$ cat src/sv/indexed_image_rle_decoder_core_macros.svh
// Assertion macros shared by the indexed image run-length decoder modules.
`ifndef INDEXED_IMAGE_RLE_DECODER_CORE_MACROS_SVH
`define INDEXED_IMAGE_RLE_DECODER_CORE_MACROS_SVH

`ifndef NO_ASSERTIONS

// Checks a property at every rising clock edge outside reset.
`define IIRLE_ASSERT(lbl, clk, rstn, prop, msg) \
  lbl: assert property (@(posedge clk) disable iff (!rstn) prop) else $error(msg);

// Checks that a condition never holds outside reset.
`define IIRLE_ASSERT_NEVER(lbl, clk, rstn, cond, msg) \
  lbl: assert property (@(posedge clk) disable iff (!rstn) !(cond)) else $error(msg);

`else

`define IIRLE_ASSERT(lbl, clk, rstn, prop, msg)
`define IIRLE_ASSERT_NEVER(lbl, clk, rstn, cond, msg)

`endif

`endif

$ cat src/sv/iirle_pkg.sv
// Shared types and constants of the indexed image run-length decoder.
package iirle_pkg;

  localparam int COORD_BITS_DEF = 12;
  localparam int DIM_W          = 13;
  localparam int CFG_IDX_W      = 2;
  localparam int CNT_W          = 7;
  localparam int MAX_RESULTS    = 64;

  localparam logic [7:0] RUN_BASE  = 8'd192;
  localparam logic [7:0] SKIP_BASE = 8'd128;

  typedef enum logic [CFG_IDX_W-1:0] {
    CFG_MODE   = 2'd0,
    CFG_WIDTH  = 2'd1,
    CFG_HEIGHT = 2'd2
  } cfg_idx_t;

  typedef enum logic [1:0] {
    PH_CTRL   = 2'd0,
    PH_RUNVAL = 2'd1,
    PH_LIT    = 2'd2
  } phase_t;

  typedef enum logic [1:0] {
    KIND_NONE  = 2'd0,
    KIND_PIXEL = 2'd1,
    KIND_RUN   = 2'd2
  } kind_t;

  typedef struct packed {
    logic take;
    logic step;
  } iirle_cmd_t;

  typedef struct packed {
    kind_t kind;
    logic  run_last;
    logic  out_free;
    logic  rem_nz;
  } iirle_sts_t;

endpackage

$ cat src/sv/indexed_image_rle_decoder_core.sv
// Top level of the indexed image run-length decoder.
//
// Compressed bytes enter on the in_ channel, one item per byte, with in_frame_start
// marking the first byte of a frame. Decoded pixels leave on the out_ channel in raster
// order with their column and row, one item per pixel. Both channels move an item at a
// clock edge where valid is high and stall is low.
// A literal pixel is presented on out_ in the cycle after its byte is accepted.
// Literal bytes and plain bytes of copy mode are accepted without holding the input, as
// are control bytes that give no pixel. A run value or a skip byte of N pixels holds the
// input while the sequencer places one pixel per cycle unless the receiver stalls, from
// the EMIT state, so a run starts later than a literal; N is loaded into the run counter.
// Write configuration through cfg_ while no item is in flight; the block does not check.
// After reset the mode is copy runs, the image is one pixel, and the parser waits for
// a control byte. When the receiver stalls, the held pixel stays and the block stops
// accepting bytes until it is taken.
module indexed_image_rle_decoder_core import iirle_pkg::*; #(
  parameter int COORD_BITS = COORD_BITS_DEF
) (
  input  logic                  clk,
  input  logic                  rst_n,
  input  logic                  cfg_wr_en,
  input  logic [CFG_IDX_W-1:0]  cfg_index,
  input  logic [DIM_W-1:0]      cfg_wr_data,
  input  logic                  in_valid,
  output logic                  in_stall,
  input  logic [7:0]            in_data_byte,
  input  logic                  in_frame_start,
  output logic                  out_valid,
  input  logic                  out_stall,
  output logic [7:0]            out_pixel_value,
  output logic [COORD_BITS-1:0] out_pixel_x,
  output logic [COORD_BITS-1:0] out_pixel_y,
  output logic                  out_last_of_item,
  output logic                  out_image_done
);

  iirle_cmd_t cmd;
  iirle_sts_t sts;

  iirle_ctrl u_ctrl (
    .clk      (clk),
    .rst_n    (rst_n),
    .in_valid (in_valid),
    .in_stall (in_stall),
    .sts      (sts),
    .cmd      (cmd)
  );

  iirle_datapath #(
    .COORD_BITS (COORD_BITS)
  ) u_datapath (
    .clk              (clk),
    .rst_n            (rst_n),
    .cfg_wr_en        (cfg_wr_en),
    .cfg_index        (cfg_index),
    .cfg_wr_data      (cfg_wr_data),
    .in_data_byte     (in_data_byte),
    .in_frame_start   (in_frame_start),
    .out_stall        (out_stall),
    .out_valid        (out_valid),
    .out_pixel_value  (out_pixel_value),
    .out_pixel_x      (out_pixel_x),
    .out_pixel_y      (out_pixel_y),
    .out_last_of_item (out_last_of_item),
    .out_image_done   (out_image_done),
    .cmd              (cmd),
    .sts              (sts)
  );

endmodule

$ cat src/sv/iirle_datapath.sv
// Datapath: byte parser, position counters, run counter and result register.
`include "indexed_image_rle_decoder_core_macros.svh"

module iirle_datapath import iirle_pkg::*; #(
  parameter int COORD_BITS = COORD_BITS_DEF
) (
  input  logic                  clk,
  input  logic                  rst_n,
  input  logic                  cfg_wr_en,
  input  logic [CFG_IDX_W-1:0]  cfg_index,
  input  logic [DIM_W-1:0]      cfg_wr_data,
  input  logic [7:0]            in_data_byte,
  input  logic                  in_frame_start,
  input  logic                  out_stall,
  output logic                  out_valid,
  output logic [7:0]            out_pixel_value,
  output logic [COORD_BITS-1:0] out_pixel_x,
  output logic [COORD_BITS-1:0] out_pixel_y,
  output logic                  out_last_of_item,
  output logic                  out_image_done,
  input  iirle_cmd_t            cmd,
  output iirle_sts_t            sts
);

  localparam int LIM_W = COORD_BITS + 1;
  localparam int CMP_W = (DIM_W > LIM_W) ? DIM_W : LIM_W;
  localparam logic [CMP_W-1:0] DIM_MAX = {{(CMP_W-1){1'b0}}, 1'b1} << COORD_BITS;

  function automatic logic [LIM_W-1:0] dim_limit(input logic [DIM_W-1:0] v);
    logic [CMP_W-1:0] ve;
    ve = CMP_W'(v);
    if (v == '0) begin
      dim_limit = LIM_W'(1);
    end else if (ve > DIM_MAX) begin
      dim_limit = LIM_W'(DIM_MAX);
    end else begin
      dim_limit = LIM_W'(ve);
    end
  endfunction

  logic                  mode_r;
  logic [LIM_W-1:0]      w_lim_r;
  logic [LIM_W-1:0]      h_lim_r;
  phase_t                phase_r, phase_nxt;
  logic [7:0]            lit_r, lit_nxt;
  logic [5:0]            pend_r, pend_nxt;
  logic [COORD_BITS-1:0] col_r, col_nxt;
  logic [COORD_BITS-1:0] row_r, row_nxt;
  logic                  fin_r, fin_nxt;
  logic [7:0]            val_r;
  logic [CNT_W-1:0]      rem_r, rem_nxt;
  logic [CNT_W-1:0]      total_r, total_nxt;
  logic [CNT_W-1:0]      idx_r, idx_nxt;
  logic                  out_valid_r;

  phase_t                phase_e;
  logic [7:0]            lit_e;
  logic [5:0]            pend_e;
  logic [COORD_BITS-1:0] col_e, row_e;
  logic                  fin_e;

  logic [COORD_BITS-1:0] pos_col, pos_row;
  logic [LIM_W-1:0]      col_inc, row_inc;
  logic                  wrap;
  logic [COORD_BITS-1:0] col_new, row_new;
  logic                  fin_new;

  kind_t                 kind;
  logic [7:0]            run_val;
  logic [CNT_W-1:0]      run_cnt;
  logic [CNT_W-1:0]      skip_cnt;
  logic [LIM_W-1:0]      room;
  logic                  want;
  logic                  out_free;
  logic                  out_load;

  // A frame start clears position and parser before the byte is decoded.
  assign phase_e = in_frame_start ? PH_CTRL : phase_r;
  assign lit_e   = in_frame_start ? 8'd0 : lit_r;
  assign pend_e  = in_frame_start ? 6'd0 : pend_r;
  assign col_e   = in_frame_start ? '0 : col_r;
  assign row_e   = in_frame_start ? '0 : row_r;
  assign fin_e   = in_frame_start ? 1'b0 : fin_r;

  // One placement unit serves both a directly decoded pixel and each run pixel.
  assign pos_col = cmd.step ? col_r : col_e;
  assign pos_row = cmd.step ? row_r : row_e;
  assign col_inc = {1'b0, pos_col} + LIM_W'(1);
  assign wrap    = col_inc >= w_lim_r;
  assign col_new = wrap ? '0 : col_inc[COORD_BITS-1:0];
  assign row_inc = {1'b0, pos_row} + (wrap ? LIM_W'(1) : LIM_W'(0));
  assign row_new = row_inc[COORD_BITS-1:0];
  assign fin_new = row_inc >= h_lim_r;

  assign skip_cnt = in_data_byte[CNT_W-1:0];
  assign room     = (w_lim_r > {1'b0, col_e}) ? (w_lim_r - {1'b0, col_e}) : LIM_W'(1);

  always_comb begin
    kind      = KIND_NONE;
    run_val   = 8'd0;
    run_cnt   = '0;
    phase_nxt = phase_e;
    lit_nxt   = lit_e;
    pend_nxt  = pend_e;
    if (!fin_e) begin
      unique case (phase_e)
        PH_RUNVAL: begin
          run_val   = in_data_byte;
          run_cnt   = CNT_W'(pend_e);
          pend_nxt  = 6'd0;
          phase_nxt = PH_CTRL;
          kind      = (pend_e != 6'd0) ? KIND_RUN : KIND_NONE;
        end
        PH_LIT: begin
          kind    = KIND_PIXEL;
          lit_nxt = (lit_e != 8'd0) ? (lit_e - 8'd1) : 8'd0;
          if (lit_nxt == 8'd0) begin
            phase_nxt = PH_CTRL;
          end
        end
        default: begin
          if (!mode_r) begin
            if (in_data_byte > RUN_BASE) begin
              pend_nxt  = 6'(in_data_byte - RUN_BASE);
              phase_nxt = PH_RUNVAL;
            end else begin
              kind = KIND_PIXEL;
            end
          end else begin
            if (in_data_byte > SKIP_BASE) begin
              kind    = KIND_RUN;
              run_cnt = (LIM_W'(skip_cnt) > room) ? room[CNT_W-1:0] : skip_cnt;
            end else if (in_data_byte != 8'd0) begin
              lit_nxt   = in_data_byte;
              phase_nxt = PH_LIT;
            end
          end
        end
      endcase
    end
  end

  // Runs longer than the result bound report only their head and their final pixel.
  assign want = (total_r <= CNT_W'(MAX_RESULTS)) || (idx_r < CNT_W'(MAX_RESULTS - 1)) ||
                (rem_r == CNT_W'(1));

  assign out_free = !out_valid_r || !out_stall;
  assign out_load = (cmd.take && (kind == KIND_PIXEL)) || (cmd.step && (want || fin_new));

  always_comb begin
    col_nxt   = col_r;
    row_nxt   = row_r;
    fin_nxt   = fin_r;
    rem_nxt   = rem_r;
    total_nxt = total_r;
    idx_nxt   = idx_r;
    if (cmd.take) begin
      if (kind == KIND_PIXEL) begin
        col_nxt = col_new;
        row_nxt = row_new;
        fin_nxt = fin_new;
      end else begin
        col_nxt = col_e;
        row_nxt = row_e;
        fin_nxt = fin_e;
      end
      if (kind == KIND_RUN) begin
        rem_nxt   = run_cnt;
        total_nxt = run_cnt;
        idx_nxt   = '0;
      end
    end else if (cmd.step) begin
      col_nxt = col_new;
      row_nxt = row_new;
      fin_nxt = fin_new;
      rem_nxt = rem_r - CNT_W'(1);
      idx_nxt = idx_r + CNT_W'(1);
    end
  end

  always_ff @(posedge clk) begin
    if (!rst_n) begin
      mode_r  <= 1'b0;
      w_lim_r <= LIM_W'(1);
      h_lim_r <= LIM_W'(1);
    end else if (cfg_wr_en) begin
      unique case (cfg_idx_t'(cfg_index))
        CFG_MODE:   mode_r  <= cfg_wr_data[0];
        CFG_WIDTH:  w_lim_r <= dim_limit(cfg_wr_data);
        CFG_HEIGHT: h_lim_r <= dim_limit(cfg_wr_data);
        default: ;
      endcase
    end
  end

  always_ff @(posedge clk) begin
    if (!rst_n) begin
      phase_r     <= PH_CTRL;
      lit_r       <= 8'd0;
      pend_r      <= 6'd0;
      col_r       <= '0;
      row_r       <= '0;
      fin_r       <= 1'b0;
      rem_r       <= '0;
      total_r     <= '0;
      idx_r       <= '0;
      out_valid_r <= 1'b0;
    end else begin
      if (cmd.take) begin
        phase_r <= phase_nxt;
        lit_r   <= lit_nxt;
        pend_r  <= pend_nxt;
      end
      col_r   <= col_nxt;
      row_r   <= row_nxt;
      fin_r   <= fin_nxt;
      rem_r   <= rem_nxt;
      total_r <= total_nxt;
      idx_r   <= idx_nxt;
      if (out_load) begin
        out_valid_r <= 1'b1;
      end else if (out_free) begin
        out_valid_r <= 1'b0;
      end
    end
  end

  always_ff @(posedge clk) begin
    if (cmd.take && (kind == KIND_RUN)) begin
      val_r <= run_val;
    end
    if (out_load) begin
      out_pixel_value  <= cmd.step ? val_r : in_data_byte;
      out_pixel_x      <= pos_col;
      out_pixel_y      <= pos_row;
      out_last_of_item <= cmd.take || (rem_r == CNT_W'(1)) || fin_new;
      out_image_done   <= fin_new;
    end
  end

  assign out_valid    = out_valid_r;
  assign sts.kind     = kind;
  assign sts.run_last = (rem_r == CNT_W'(1)) || fin_new;
  assign sts.out_free = out_free;
  assign sts.rem_nz   = rem_r != '0;

  `IIRLE_ASSERT(a_quiet_when_done, clk, rst_n, fin_r && !(cmd.take && in_frame_start) |-> !out_load, "Pixel produced after the image was complete.")
  `IIRLE_ASSERT(a_done_is_last, clk, rst_n, out_valid_r && out_image_done |-> out_last_of_item, "Completing pixel is not marked as last of its item.")
  `IIRLE_ASSERT(a_run_count_steps, clk, rst_n, cmd.step |=> rem_r == $past(rem_r) - CNT_W'(1), "Run counter did not step down by one.")

endmodule

$ cat src/sv/iirle_ctrl.sv
// Controller: accepts input items and sequences the pixels of runs and skips.
`include "indexed_image_rle_decoder_core_macros.svh"

module iirle_ctrl import iirle_pkg::*; (
  input  logic       clk,
  input  logic       rst_n,
  input  logic       in_valid,
  output logic       in_stall,
  input  iirle_sts_t sts,
  output iirle_cmd_t cmd
);

  typedef enum logic [1:0] {
    ST_IDLE = 2'b01,
    ST_EMIT = 2'b10
  } state_t;

  state_t state_r, state_nxt;

  assign in_stall = !((state_r == ST_IDLE) && sts.out_free);
  assign cmd.take = in_valid && !in_stall;
  assign cmd.step = (state_r == ST_EMIT) && sts.out_free;

  always_comb begin
    state_nxt = state_r;
    unique case (state_r)
      ST_IDLE: begin
        if (cmd.take && (sts.kind == KIND_RUN)) begin
          state_nxt = ST_EMIT;
        end
      end
      ST_EMIT: begin
        if (cmd.step && sts.run_last) begin
          state_nxt = ST_IDLE;
        end
      end
      default: begin
        state_nxt = ST_IDLE;
      end
    endcase
  end

  always_ff @(posedge clk) begin
    if (!rst_n) begin
      state_r <= ST_IDLE;
    end else begin
      state_r <= state_nxt;
    end
  end

  `IIRLE_ASSERT(a_emit_has_pixels, clk, rst_n, state_r == ST_EMIT |-> sts.rem_nz, "Emitting a run with no pixels left.")

endmodule
$ cat config.mk
export PLATFORM = sky130hd
export DESIGN_NAME = indexed_image_rle_decoder_core
export DESIGN_NICKNAME = d
export VERILOG_FILES = /design/src/sv/iirle_pkg.sv /design/src/sv/indexed_image_rle_decoder_core.sv /design/src/sv/iirle_datapath.sv /design/src/sv/iirle_ctrl.sv
export VERILOG_INCLUDE_DIRS = /design/src /design/src/sv
export SDC_FILE = /design/constraint.sdc
export NUM_CORES = 1
export LEC_CHECK = 0
export ABC_AREA = 1
export ABC_CLOCK_PERIOD_IN_PS = 6910
export BUFFER_PORTS_ARGS = -buffer_cell sky130_fd_sc_hd__buf_2
export CORE_UTILIZATION = 55
export DETAILED_ROUTE_END_ITERATION = 10
export GPL_TIMING_DRIVEN = 0
export PLACE_DENSITY = 0.77
export SYNTH_ARGS = -nofsm -noshare
export SYNTH_HDL_FRONTEND = slang
export SYNTH_SLANG_ARGS = --single-unit
$ cat constraint.sdc
create_clock -name clk -period 6.91 [get_ports clk]
set_clock_uncertainty 0.15 [all_clocks]
set_input_delay 1.0365 -clock clk [delete_from_list [all_inputs] [get_ports clk]]
set_output_delay 1.0365 -clock clk [all_outputs]
set_load 0.05 [all_outputs]
==> impl_results.md <==
* #FFs+latches synth at approximately 130
* Clock insertion delay at the later pin of the skew report at about 0.43 ns
* Finished Cell Area at approximately 0.010 sq mm
* Synth Area in XOR/XNOR at 0.0256
* Die ar. at between 0.015 and 0.02 sq mm
* Seq pwr share at 0.351
* Area after DPL at ~0.0092 sq mm
* Clock Pin Slew Worst Setup and Hold Paths at around 0.06 ns
* Share of cells above drive strength 1 at 0.168
* Yosys top cell by area: dfxtp_1
* # clock sinks at ~130
* Worst Reg2Reg Path Length in Cells at 37
* Crit share post-route at 0.965
* Crit path max-delay family: simple AND/OR/NAND/NOR gates
* Site Rows at 45
* WL final at around 25 mm
* Register area share after synthesis at 0.364
* Data required, critical path at 6.96 ns
* # port buffers at 64
* Worst-margin pin slew at roughly 0.97 ns
* Vias in the first global route at around 7600
* Crit path kind: in -> reg
* Synth area leaders: dfxtp_1 (22%), edfxtp_1 (15%), nand2_1 (9.0%)
* Number of setup violations in the final report at 0
* Final min period at about 6.7 ns
* Placer Congestion at about 0.95
* Area growth syn-to-layout at 19.2%
* Syn Inst Count at roughly 1200
* Starting Density at 0.562
* DR pass1 iterations at 6
* Final-report max-slew violation count at 0
* Post-route ant nets at 0
* Root Buffer Master: clkbuf_16
* CP max stage cell: ha_1
* Share of the synthesized area in the top cell type at 0.216
* Max-slew headroom at 0.347
* Multiplexer share of the synthesized area at 0
* Count leader, synth: nand2_1
* P_leak at 0.00453 uW
* Netlist Area Pre-Place at 0.00852 sq mm
* Switch Pwr at between 800 and 900 uW
* # DRC at 0
* Die Y at 126 um
* Top_reg_cell synth: dfxtp_1
* Crit start category: input port
* Critical Path AT at about 6.7 ns
* Pin count of the biggest net entering global routing at 18
* CTS Buf Count at 17
* Die W at 126 um
* Total gr overflow at 0
* YS warnings at 0
* Worst hold path depth at 2
* Post-detail-place hpwl at ~18 mm
* Final hold vios at 0
* Switching share of power at 0.343
* Synth Area in Simple Gates at 0.246
* Total number of vias at roughly 8500
* Largest family of logic cells by synthesized area: simple AND/OR/NAND/NOR gates
* WP depth at 38
* Final Net Count at 1353
* Routed vias/inst at about 5.8
* # diodes at 0
* Max Cap Viol at 0
* Htree depth at 4
* Worst-case clock buffer depth at 2
* Top cells by count, synth: nand2_1 (205), inv_1 (160), nor2_1 (116)
* DR WL/cell at between 15 and 20 um
* Top achievable clock speed at 150 MHz
* Crit-path max cell delay at about 0.34 ns
* CTS tree: yes
* Post-layout util at 0.670
* Cell Pwr Density at 255 mW/mm^2
* Adder-cell area share of the yosys netlist at 0.0831
* Worst VDD drop at around 0.00019 V
* Post-synth EDFFs at 42
* I/O pins at 65
* First-iteration detailed-routing DRC count at around 950
* Post-synthesis compound-gate area fraction at 0.183
* First-pass GRT wire length at 38.5 mm
* Tot GR Track Use at 0.309
* Async SR Flop Fraction at 0
* Core area at about 0.015 sq mm
* Internal cell power at approximately 1700 uW
* Crit Path Max Fanout at 20
* Initial antenna violation count at 0
* Cell variety after synth at between 50 and 60
* Clock share of power at 0.373
* Hold Path Class: reg -> reg
* Status: finished, final reports clean
* Gate power share at 0.276
* Crit. End Element: flop
* Buf/Inv on CP at 6
* Syn nets at around 1200
* Avg Inst Size Synth at 7.32 sq um
-- power groups by stage --
stage                     sequential (uW)  clock [uW]  combinational [uW]
after floorplan                       993           0                 414
after global placement                923           0                 637
after detailed placement              922           0                 652
after CTS                             906         966                 683
after global routing                  913        1010                 783
final                                 908         967                 715
-- flip-flops by register name, summed over array words and instances (netlist names), 7 cells and up --
signal / cells
u_datapath.rem_r: 7
u_datapath.out_pixel_x: 12
u_datapath.lit_r: 8
u_datapath.val_r: 8
u_datapath.w_lim_r: 13
u_datapath.out_pixel_y: 12
u_datapath.idx_r: 7
u_datapath.out_pixel_value: 8
u_datapath.h_lim_r: 13
u_datapath.row_r: 12
u_datapath.total_r: 7
u_datapath.col_r: 12
-- logic make-up after synthesis --
| logic type | after synthesis |
|---|---|
| and+or+nand+nor | 461 |
| AOI/OAI and AO/OA | 277 |
| buffers and inverters | 212 |
| DFF | 134 |
| adders and majority gates | 56 |
| xor gates and xnor gates | 24 |
-- final timing paths --
path | startpoint | endpoint | slack, ns
worst min-delay path | u_datapath.row_r[1] | u_datapath.row_r[1] | 0.31
worst max-delay path | out_stall | u_datapath.out_pixel_y[0] | 0.24
worst max register to register | u_ctrl.state_r[0] | u_datapath.out_pixel_y[0] | 0.61
worst min register to register | u_datapath.row_r[1] | u_datapath.row_r[1] | 0.31
-- cell usage in the layout, fill, tap and decap left out, types with 4 or more instances in the layout --
cell type / count
o21ai_1: 5
a21oi_1: 104
nor2_1: 111
o21ai_0: 112
nand3_1: 51
ha_1: 51
buf_4: 26
edfxtp_1: 42
a31oi_1: 9
nand4_1: 15
clkbuf_1: 24
nor2_2: 8
a21oi_2: 4
nor2_4: 5
nor4_1: 8
o211ai_1: 6
dfxtp_1: 92
inv_2: 12
buf_2: 68
a211oi_1: 9
nand2_2: 12
ha_4: 4
nand2_1: 199
inv_1: 160
xor2_1: 13
nor3_4: 4
o221ai_1: 5
clkbuf_16: 19
or2_2: 4
nor3_1: 20
inv_6: 4
xnor2_1: 7
-- layout make-up --
type                       count  area, sq um
fill                        1295         4990
clock inverter                12          165
tap                          188          235
inverter                     176          666
multi-input combinational    818         4830
sequential                   134         3100
timing repair buffer          87          531
clock buffer                  20          458
buffer                        34          163
-- layer usage --
metal	share of wire	track usage	up-vias
met3	0.089	0.0523	52
met5	0	0	-
li1	-	-	4108
met1	0.44	0.431	3942
met4	0.024	0.116	0
met2	0.44	0.482	392
-- what timing repair did --
action	4_1_cts	5_1_grt
hold buffers	0	0
gates resized for setup	13	25
pin swaps	11	21
buffers inserted	8	11
setup endpoints to repair	35	35
cloned	0	1
-- worst register-to-register path, delay by kind of cell, from the launching register on --
family          cells  cell delay, ns
xor+xnor            2            0.36
compound gates      6            0.96
simple gates       18            2.38
flops               1            0.30
buf+inv             6            0.80
fa+ha+maj           5            1.14
-- stage by stage --
stage | std cells | setup TNS (ns) | hold WS, ns | setup WS [ns] | total power [uW]
after floorplan | 1164 | -4.73 | 0.285 | -0.135 | 1410
after global placement | 1416 | -52.38 | 0.299 | -1.50 | 1560
after detailed placement | 1419 | -27.49 | 0.305 | -1.02 | 1570
after CTS | 1459 | 0 | 0.313 | 0.0180 | 2550
after global routing | 1469 | -1.09 | 0.327 | -0.0719 | 2700
final | 1469 | 0 | 0.315 | 0.241 | 2590
Note: power is estimated with default switching activity, not from simulation.
